### src/design/assert_macros.svh
// ----------------------------------------------------------------------------
// assert_macros.svh
// Assertion macros shared by the list core; compiled out under synthesis.
// ----------------------------------------------------------------------------
`ifndef ASSERT_MACROS_SVH
`define ASSERT_MACROS_SVH

`ifndef SYNTHESIS

// property checked on every rising edge of clk outside reset
`define PAL_ASSERT(lbl, prop, msg) \
  lbl: assert property (@(posedge clk) disable iff (!rst_n) prop) \
    else $error(msg);

// condition that must never hold on a rising edge of clk outside reset
`define PAL_ASSERT_NEVER(lbl, cond, msg) \
  lbl: assert property (@(posedge clk) disable iff (!rst_n) !(cond)) \
    else $error(msg);

`else

`define PAL_ASSERT(lbl, prop, msg)
`define PAL_ASSERT_NEVER(lbl, cond, msg)

`endif

`endif

### src/design/pal_pkg.sv
// ----------------------------------------------------------------------------
// pal_pkg
// Types, codes and elaboration helpers for the positional array list core.
// ----------------------------------------------------------------------------
`default_nettype none

package pal_pkg;

  localparam int CAPACITY_DEF = 128;
  localparam int DATA_W       = 32;
  localparam int POS_W        = 8;
  localparam int TREE_FANIN   = 8;

  // action codes
  localparam logic [1:0] ACT_INSERT = 2'd0;
  localparam logic [1:0] ACT_DELETE = 2'd1;
  localparam logic [1:0] ACT_READ   = 2'd2;
  localparam logic [1:0] ACT_CLEAR  = 2'd3;

  // status codes
  localparam logic [1:0] ST_DONE  = 2'd0;
  localparam logic [1:0] ST_FULL  = 2'd1;
  localparam logic [1:0] ST_RANGE = 2'd2;

  // control broadcast to every cell of the list
  typedef struct packed {
    logic              ins_en;
    logic              del_en;
    logic [POS_W-1:0]  pos;
    logic [DATA_W-1:0] value;
  } pal_ctl_t;

  // number of nodes on level k of the read tree (level 0 = leaves)
  function automatic int tree_width(input int n, input int k);
    int m;
    m = n;
    for (int j = 0; j < k; j++) begin
      m = (m + TREE_FANIN - 1) / TREE_FANIN;
    end
    return m;
  endfunction

  // number of registered levels above the leaves
  function automatic int tree_levels(input int n);
    int m;
    int l;
    m = n;
    l = 0;
    while (m > 1) begin
      m = (m + TREE_FANIN - 1) / TREE_FANIN;
      l++;
    end
    return l;
  endfunction

  // flat offset of registered level k (k >= 1) in the node array
  function automatic int tree_offset(input int n, input int k);
    int s;
    s = 0;
    for (int j = 1; j < k; j++) begin
      s = s + tree_width(n, j);
    end
    return s;
  endfunction

endpackage

`default_nettype wire

### src/design/pal_cell.sv
// ----------------------------------------------------------------------------
// pal_cell
// One list slot: holds an entry, shifts up or down with its neighbors and
// offers its entry to the read tree when its index is selected.
// ----------------------------------------------------------------------------
`default_nettype none

module pal_cell #(
  parameter int IDX = 0
) (
  input  wire                          clk,
  input  wire  pal_pkg::pal_ctl_t      ctl,
  input  wire  [pal_pkg::DATA_W-1:0]   left_i,
  input  wire  [pal_pkg::DATA_W-1:0]   right_i,
  output logic [pal_pkg::DATA_W-1:0]   entry_o,
  output logic [pal_pkg::DATA_W-1:0]   leaf_o
);

  import pal_pkg::*;

  localparam logic [15:0] IdxC = 16'(IDX);

  logic [DATA_W-1:0] entry_r;
  logic [DATA_W-1:0] entry_nxt;
  logic [15:0]       pos_ext;
  logic              above;
  logic              here;

  assign pos_ext = 16'(ctl.pos);
  assign above   = (IdxC > pos_ext);
  assign here    = (IdxC == pos_ext);

  always_comb begin
    entry_nxt = entry_r;
    if (ctl.ins_en && above) begin
      entry_nxt = left_i;
    end else if (ctl.ins_en && here) begin
      entry_nxt = ctl.value;
    end else if (ctl.del_en && (above || here)) begin
      entry_nxt = right_i;
    end
  end

  always_ff @(posedge clk) begin
    entry_r <= entry_nxt;
  end

  assign entry_o = entry_r;
  assign leaf_o  = here ? entry_r : '0;

endmodule

`default_nettype wire

### config.mk
export PLATFORM = sky130hd
export DESIGN_NAME = pal_cell
export DESIGN_NICKNAME = d
export VERILOG_FILES = /design/src/design/assert_macros.svh /design/src/design/pal_pkg.sv /design/src/design/pal_cell.sv
export SDC_FILE = /design/constraint.sdc
export NUM_CORES = 1
export LEC_CHECK = 0
export BUFFER_PORTS_ARGS = -buffer_cell sky130_fd_sc_hd__buf_2
export CORE_UTILIZATION = 39
export CTS_CLUSTER_SIZE = 16
export DETAILED_ROUTE_END_ITERATION = 8
export PLACE_DENSITY = 0.91
export SLEW_MARGIN = 10
export SYNTH_ARGS = -nofsm -noshare
export SYNTH_HDL_FRONTEND = slang
export SYNTH_SLANG_ARGS = --single-unit
### constraint.sdc
create_clock -name clk -period 5.15 [get_ports clk]
set_clock_uncertainty 0.05 [all_clocks]
set_input_delay 0.7725 -clock clk [delete_from_list [all_inputs] [get_ports clk]]
set_output_delay 0.7725 -clock clk [all_outputs]
set_load 0.01 [all_outputs]
==> impl_metrics.csv, run 1 <==
group,metric,value,unit
setup_path,cpMostUsedCell,"buf_2",
sta,fin_crit,2.67,ns
clock_network,cts_buffers,5,
floorplanning,die_w,68.9,um
clock_network,cts.reportedPaths.clkPinSlew,0.06,ns
layout,layout_commonest_cell,"buf_2",
sta,finalHoldViolCount,0,
grt,grt_max_degree,35,
routing,wl,4590,um
setup_path,path_cells,"buf_2 -> nor4_4 -> buf_4 -> and3_1 -> buf_2",
routing,routed-wl-met2,2510,um
grt,overflow,0,
clock_network,htree_levels,2,
sta,setup_viol,0,
sta,timing.final.crit_share,51.8,%
min_path,hold_class,"primary input to flop",
layout,final_util,61.9,%
layout,drive_above_1_share,73.9,%
setup_path,crit_buf_inv,3,
floorplanning,rows,23,
synthesis,seq_area_frac_synth,55.0,%
synthesis,ys_seq_elements,32,
synthesis,ys_types,10,
sta,tightest_slew,0.661,ns
setup_path,start_kind,"primary input",
floorplanning,start_util,42.1,%
floorplanning,die_area,4750,sq um
power_and_ir_drop,power_density,203,nW/um^2
grt,grt_pass1_wl,6230,um
setup_path,endpoint_kind,"output port",
setup_path,worst-path-max-fanout,34,
placement,routabilityCongestion,0.819,
layout,synthToLayoutAreaGrowth,46.8,%
clock_network,cts-root-buf,"clkbuf_8",
synthesis,synthCells,109,
routing,wl_per_cell,15.3,um
placement,portBuffers,138,
sta,slew-limit-headroom,55.9,%
layout,n_antenna_cell,0,
routing,via_per_inst,4.87,
routing,dr.first_iter.drc_count,37,
clock_network,postCtsSetupRepairBufs,0,
sta,rsz0062_at_grt,"false",
power_and_ir_drop,power.leakage,1.45,nW
grt,grtUsageTotal,18.9,%
clock_network,clockBufferDepth,2,
layout,num-nets-final,355,
clock_network,cts_sinks,32,
clock_network,cts_resized,0,
clock_network,postCtsHoldBufs,0,
setup_path,critical_path_required,4.33,ns
routing,wl_met3,273,um
setup_path,slowest_stage,"buf_4",
floorplanning,num_io_pins,171,
routing,wl_met1,1770,um
routing,top_layer,"met4",
sta,finalSetupTns,0,ns
routing,ant_nets,0,
setup_path,path_class,"primary input to output port",
layout,largest_reg_flops,32,
floorplanning,die_height,68.9,um
setup_path,slowest_delay,0.34,ns
grt,antenna_found_initial,0,
placement,place_hpwl,3470,um
clock_network,cts_tree,"built",
layout,fin_area,2560,sq um
placement,place_area,2480,sq um
status,status,"finished, final reports clean",
routing,vias,1457,
synthesis,ys_warn_count,0,
run,drv_cap,0,
synthesis,syn_area,1750,sq um
layout,fill_cells,312,
sta,fmax,375,MHz
setup_path,cp.arrival,1.84,ns
power_and_ir_drop,total_power,522,uW
synthesis,synth_nets,216,
sta,maxSlewViolCount,0,
setup_path,cp_top_family,"buffers and inverters",
floorplanning,core,4140,sq um
layout,final_cell_mix,"138 x buf_2, 32 x edfxtp_1, 30 x mux2_4",
routing,drtPass1Iterations,4,
grt,grt_pass1_vias,1320,
synthesis,avgSynthCellArea,16.0,sq um
routing,drc_errors,0,
power_and_ir_drop,vdd_ir_drop_max,0.161,mV
==> report_power, final <==
part / leakage, nW / switching, mW / internal [mW]
logic: 1.12 / 0.0189 / 0.0383
clock network: 0.0399 / 0.0828 / 0.0939
registers: 0.288 / 0.000367 / 0.287
==> logic make-up (layout without fill, tap and decap cells) <==
| logic type | after synthesis | in the layout | synth area share (%) |
|---|---|---|---|
| AO/OA/AOI/OAI | 1 | 1 | 0.573 |
| buffers and inverters | 9 | 149 | 3.22 |
| flip-flops | 32 | 32 | 55.0 |
| AND/OR/NAND/NOR | 35 | 35 | 14.1 |
| multiplexers | 32 | 32 | 27.1 |
==> synth_stat cells (all sizes together) <==
master	number	share of area [%]
and3	32	12
edfxtp	32	55
mux2	32	27
clkbuf	6	1.3
buf	3	1.9
nor4	2	1.4
nand3	1	1.0
o211a	1	0.57
==> per-stage QoR <==
stage,setup slack (ns),hold WS (ns),cells
final,2.48,0.747,299
after global routing,2.39,0.736,299
after CTS,2.47,0.742,299
after detailed placement,2.24,1.03,291
after global placement,2.31,1.02,291
after floorplan,2.39,0.940,109
==> final timing paths <==
path  slack, ns       start          to  depth (start not counted)
max        2.48     ctl[37]  leaf_o[15]                          5
min        0.75  right_i[8]  entry_o[8]                          2
==> metal layers <==
layer	vias up	GRT usage, %
met2	72	35.2
met3	4	5.10
met4	0	5.36
met5	-	0
li1	698	-
met1	683	20.7
==> area by class of cell <==
type / count / area, sq um / share of cell area, %
Timing Repair Buffer: 141 / 713 / 27.8
Tap cell: 50 / 62.6 / 2.44
Clock buffer: 7 / 76.3 / 2.98
Sequential cell: 32 / 961 / 37.5
Multi-Input combinational cell: 68 / 747 / 29.1
Clock inverter: 1 / 3.75 / 0.146
Power figures use the tool's default switching activity.
==> run 2, diff against run 1 <==
Settings changed: CORE_UTILIZATION 39 to 33, PLACE_DENSITY 0.91 to 0.82.
Clock period 5.15 ns to 2.4 ns, I/O delays scaled along.
==> run 2 against run 1 <==
  * Combinational power grew 120%
  * Clock-buffer cell count shrank 2
  * Critical path depth is the same
  * Non-clock buffer count grew 1
  * Hold slack lost 0.41 ns
  * First-iteration DRC count grew 54%
  * Setup slack lost 2.0 ns
  * Design area grew 2.1%
  * Largest power group unchanged
  * Clock power grew 110%
  * Wire length shrank 4.0%
  * Flip-flop and latch count is the same
  * Highest routed layer unchanged
  * Power grew 110%
==> impl_metrics.csv, run 2 (synthesis results as in run 1) <==
group,metric,value,unit
placement,place_ws,0.368,ns
setup_path,endpoint_kind,"output port",
clock_network,cts-root-buf,"clkbuf_8",
sta,fmax,518,MHz
routing,dr.first_iter.drc_count,57,
routing,drtPass1Iterations,6,
layout,synthToLayoutAreaGrowth,49.9,%
setup_path,crit_buf_inv,3,
clock_network,htree_levels,2,
setup_path,path_class,"primary input to output port",
sta,slew-limit-headroom,79.1,%
grt,top_usage_layer,"met2",
routing,vias,1464,
routing,drc_errors,0,
clock_network,clockBufferDepth,2,
placement,portBuffers,138,
grt,met2_usage,26.0,%
power_and_ir_drop,vdd_ir_drop_max,0.164,mV
floorplanning,rows,26,
floorplanning,die_w,74.8,um
floorplanning,die_area,5590,sq um
placement,place_area,2540,sq um
power_and_ir_drop,pwr-share-clk,33.4,%
setup_path,start_kind,"primary input",
setup_path,path_cells,"buf_2 -> nor4_4 -> buf_4 -> and3_1 -> buf_2",
power_and_ir_drop,p_int,890,uW
clock_network,cts_sinks,32,
floorplanning,die_height,74.8,um
sta,timing.final.crit_share,80.5,%
layout,num-nets-final,356,
layout,fin_area,2620,sq um
sta,fin_crit,1.93,ns
grt,grt_max_degree,34,
setup_path,cpMostUsedCell,"buf_2",
routing,via_per_inst,4.59,
power_and_ir_drop,netSwitchingFraction,20.0,%
sta,fin_ws,0.468,ns
grt,grt_pass1_wl,5950,um
floorplanning,core,5110,sq um
sta,finalHoldViolCount,0,
grt,met3_usage,3.88,%
grt,grt_use_met1,17.2,%
clock_network,cts_resized,0,
sta,holdWs,0.332,ns
sta,maxSlewViolCount,0,
clock_network,cts_buffers,5,
layout,largest_reg_flops,32,
power_and_ir_drop,comb_power_share,11.1,%
sta,finalSetupTns,0,ns
clock_network,cts.reportedPaths.clkPinSlew,0.06,ns
setup_path,slowest_delay,0.36,ns
sta,rsz0062_at_grt,"false",
routing,wl_per_cell,13.8,um
grt,grt_pass1_vias,1216,
clock_network,cts_tree,"built",
setup_path,slowest_stage,"nor4_4",
floorplanning,start_util,34.2,%
grt,grtUsageTotal,14.7,%
layout,final_cell_mix,"138 x buf_2, 32 x edfxtp_1, 30 x mux2_4",
sta,tightest_slew,0.310,ns
floorplanning,num_io_pins,171,
setup_path,cp.arrival,1.52,ns
power_and_ir_drop,p_sw,223,uW
min_path,hold_class,"primary input to flop",
setup_path,worst-path-max-fanout,33,
placement,routabilityCongestion,0.687,
layout,n_antenna_cell,0,
power_and_ir_drop,power.leakage,1.46,nW
sta,setup_viol,0,
grt,antenna_found_initial,0,
grt,overflow,0,
layout,layout_commonest_cell,"buf_2",
setup_path,critical_path_required,1.99,ns
routing,wl,4410,um
power_and_ir_drop,seq_power_share,55.5,%
status,status,"finished, final reports clean",
clock_network,postCtsHoldBufs,0,
power_and_ir_drop,power_density,425,nW/um^2
layout,drive_above_1_share,74.3,%
clock_network,postCtsSetupRepairBufs,0,
run,drv_cap,0,
routing,ant_nets,0,
setup_path,cp_top_family,"buffers and inverters",
run 2: changes by cell type in the layout (fill, tap and decap cells not counted):
cell | previous run | this run
buf_12 | 0 | 2
clkbuf_1 | 2 | 0
buf_4 | 3 | 2
clkinv_1 | 1 | 2
run 2: through the flow:
| stage | power (mW) | utilization, % | std cells |
|---|---|---|---|
| after floorplan | 0.679 | - | 109 |
| after global placement | 0.748 | 49.8 | 312 |
| after CTS | 1.13 | 51.2 | 319 |
| final | 1.11 | 51.2 | 319 |
| after global routing | 1.16 | 51.2 | 319 |
| after detailed placement | 0.754 | 49.8 | 312 |
run 2: power by group through the flow:
stage	Combinational, mW	Sequential [mW]	Clock (mW)
CTS	0.125	0.617	0.386
finish	0.123	0.617	0.372
detailed placement	0.125	0.629	0
global placement	0.119	0.629	0
floorplan	0.0487	0.630	0
global route	0.133	0.617	0.406
run 2: path summary, 6_finish.rpt:
kind | startpoint | end | slack, ns | depth (start not counted)
max | ctl[33] | leaf_o[3] | 0.47 | 5
min | right_i[3] | entry_o[3] | 0.33 | 2
run 2: cell type report:
cell class              count  area (sq um)
clock buffers               5          68.8
clock inverters             2          7.51
fillers                   466          2490
multi-input cells          68           747
flip-flops and latches     32           961
well taps                  70          87.6
repair buffers            142           746
run 2: routing by layer:
layer / wire length, um / vias up / part of all wire, %
met5: 0 / - / 0
li1: - / 700 / -
met2: 2380 / 85 / 54
met1: 1690 / 675 / 38
met4: 23 / 0 / 0.52
met3: 310 / 4 / 7.0
==> run 3, diff against run 2 <==
Settings changed: CORE_UTILIZATION 33 to 36, PLACE_DENSITY 0.82 to 0.85.
Clock period 2.4 ns to 1.9 ns, I/O delays scaled along.
==> run 3 against run 2 <==
  * Sequential power grew 26%
  * Combinational power rose by 28%
  * Power up 28%
  * Critical path type unchanged
  * Clock-buffer cell count unchanged
  * Setup slack got worse by 0.33 ns
  * Highest routed layer unchanged
  * Largest power group unchanged
  * Cell count decreased by 4.7%
  * Clock power rose by 29%
  * Non-clock buffer count grew 3
  * Via count increased by 0.27%
  * Flip-flop and latch count stayed put
  * Core utilization rose by 7.3 points
==> impl_metrics.csv, run 3 (synthesis results as in run 1) <==
group,metric,value,unit
floorplanning,die_w,71.7,um
power_and_ir_drop,comb_power_share,11.1,%
layout,largest_reg_flops,32,
setup_path,path_cells,"buf_2 -> nor4_4 -> buf_4 -> and3_2 -> buf_2",
sta,setup_viol,0,
placement,portBuffers,138,
sta,finalHoldViolCount,0,
floorplanning,core,4500,sq um
routing,ant_nets,0,
grt,grt_pass1_wl,6420,um
setup_path,cp_top_family,"simple AND/OR/NAND/NOR gates",
power_and_ir_drop,p_sw,293,uW
setup_path,cpMostUsedCell,"buf_2",
clock_network,htree_levels,2,
floorplanning,num_io_pins,171,
sta,timing.final.crit_share,93.0,%
setup_path,cp.arrival,1.43,ns
sta,maxSlewViolCount,0,
layout,synthToLayoutAreaGrowth,51.0,%
setup_path,slowest_stage,"nor4_4",
setup_path,endpoint_kind,"output port",
setup_path,critical_path_required,1.56,ns
clock_network,cts_buffers,5,
setup_path,path_class,"primary input to output port",
layout,fill_cells,366,
grt,overflow,0,
clock_network,postCtsSetupRepairBufs,0,
setup_path,crit_buf_inv,3,
setup_path,start_kind,"primary input",
routing,via_per_inst,4.83,
routing,wl_per_cell,14.5,um
placement,place_area,2560,sq um
routing,vias,1468,
min_path,hold_class,"primary input to flop",
routing,drc_errors,0,
power_and_ir_drop,pwr-share-clk,33.9,%
clock_network,cts_resized,0,
layout,drive_above_1_share,75.0,%
sta,fin_crit,1.77,ns
power_and_ir_drop,seq_power_share,55.0,%
layout,n_antenna_cell,0,
routing,dr.first_iter.drc_count,59,
grt,antenna_found_initial,0,
grt,grt_max_degree,33,
grt,grtUsageTotal,17.0,%
floorplanning,die_area,5130,sq um
sta,slew-limit-headroom,73.9,%
layout,layout_commonest_cell,"buf_2",
layout,fin_area,2640,sq um
min_path,holdPathStages,2,
clock_network,clockBufferDepth,2,
min_path,hold_start,"right_i[4]",
floorplanning,rows,24,
clock_network,cts-root-buf,"clkbuf_8",
floorplanning,die_height,71.7,um
power_and_ir_drop,power.leakage,1.47,nW
layout,seq_area,961,sq um
min_path,min_to,"entry_o[4]",
floorplanning,start_util,38.8,%
sta,rsz0062_at_grt,"false",
status,status,"finished, final reports clean",
layout,final_cell_mix,"138 x buf_2, 32 x edfxtp_1, 30 x mux2_4",
clock_network,postCtsHoldBufs,0,
placement,place_hpwl,3410,um
clock_network,cts_sinks,32,
sta,tightest_slew,0.389,ns
sta,finalSetupTns,0,ns
layout,multi_input_area,754,sq um
clock_network,cts.reportedPaths.clkPinSlew,0.06,ns
grt,grt_pass1_vias,1418,
power_and_ir_drop,netSwitchingFraction,20.6,%
setup_path,worst-path-max-fanout,21,
run,drv_cap,0,
layout,num-nets-final,359,
clock_network,cts_tree,"built",
routing,wl,4420,um
placement,routabilityCongestion,0.723,
power_and_ir_drop,p_int,1.13,mW
routing,drtPass1Iterations,4,
power_and_ir_drop,power_density,538,nW/um^2
power_and_ir_drop,vdd_ir_drop_max,0.289,mV
sta,fmax,566,MHz
setup_path,slowest_delay,0.42,ns
run 3: stage by stage:
stage | cells | setup WS (ns) | total power [mW] | util, % | hold slack [ns]
2_1_floorplan | 109 | 0.0176 | 0.857 | - | 0.452
5_1_grt | 304 | 0.0481 | 1.47 | 58.6 | 0.238
3_3_place_gp | 297 | 0.0903 | 0.947 | 56.9 | 0.536
3_5_place_dp | 297 | 0.0748 | 0.955 | 56.9 | 0.538
6_report | 304 | 0.133 | 1.42 | 58.6 | 0.248
4_1_cts | 304 | 0.109 | 1.43 | 58.6 | 0.243
run 3: routing by layer:
layer,track usage [%],routed length (um)
met1,19.4,1780
met2,29.9,2280
met3,4.78,288
met4,7.19,65
met5,0,0
run 3: worst max path at each step:
stage	cells past startpoint	endpoint	slack, ns	from
after floorplan	3	entry_o[0]	0.02	ctl[37]
after global placement	5	entry_o[1]	0.09	ctl[33]
after detailed placement	5	entry_o[1]	0.07	ctl[33]
after CTS	5	leaf_o[31]	0.11	ctl[33]
after global routing	5	leaf_o[21]	0.05	ctl[33]
final	5	leaf_o[31]	0.13	ctl[33]
run 3: final cells by class:
| cell class | instances | area share [%] |
|---|---|---|
| Multi-Input combinational cell | 68 | 28.6 |
| Tap cell | 52 | 2.47 |
| Clock buffer | 5 | 2.61 |
| Timing Repair Buffer | 145 | 29.6 |
| Sequential cell | 32 | 36.4 |
| Clock inverter | 2 | 0.285 |
run 3: power groups by stage:
stage / Combinational (mW) / Sequential, mW / Clock, mW
after CTS: 0.160 / 0.779 / 0.490
after floorplan: 0.0618 / 0.796 / 0
after global routing: 0.170 / 0.779 / 0.524
after global placement: 0.153 / 0.795 / 0
after detailed placement: 0.160 / 0.795 / 0
final: 0.158 / 0.779 / 0.481
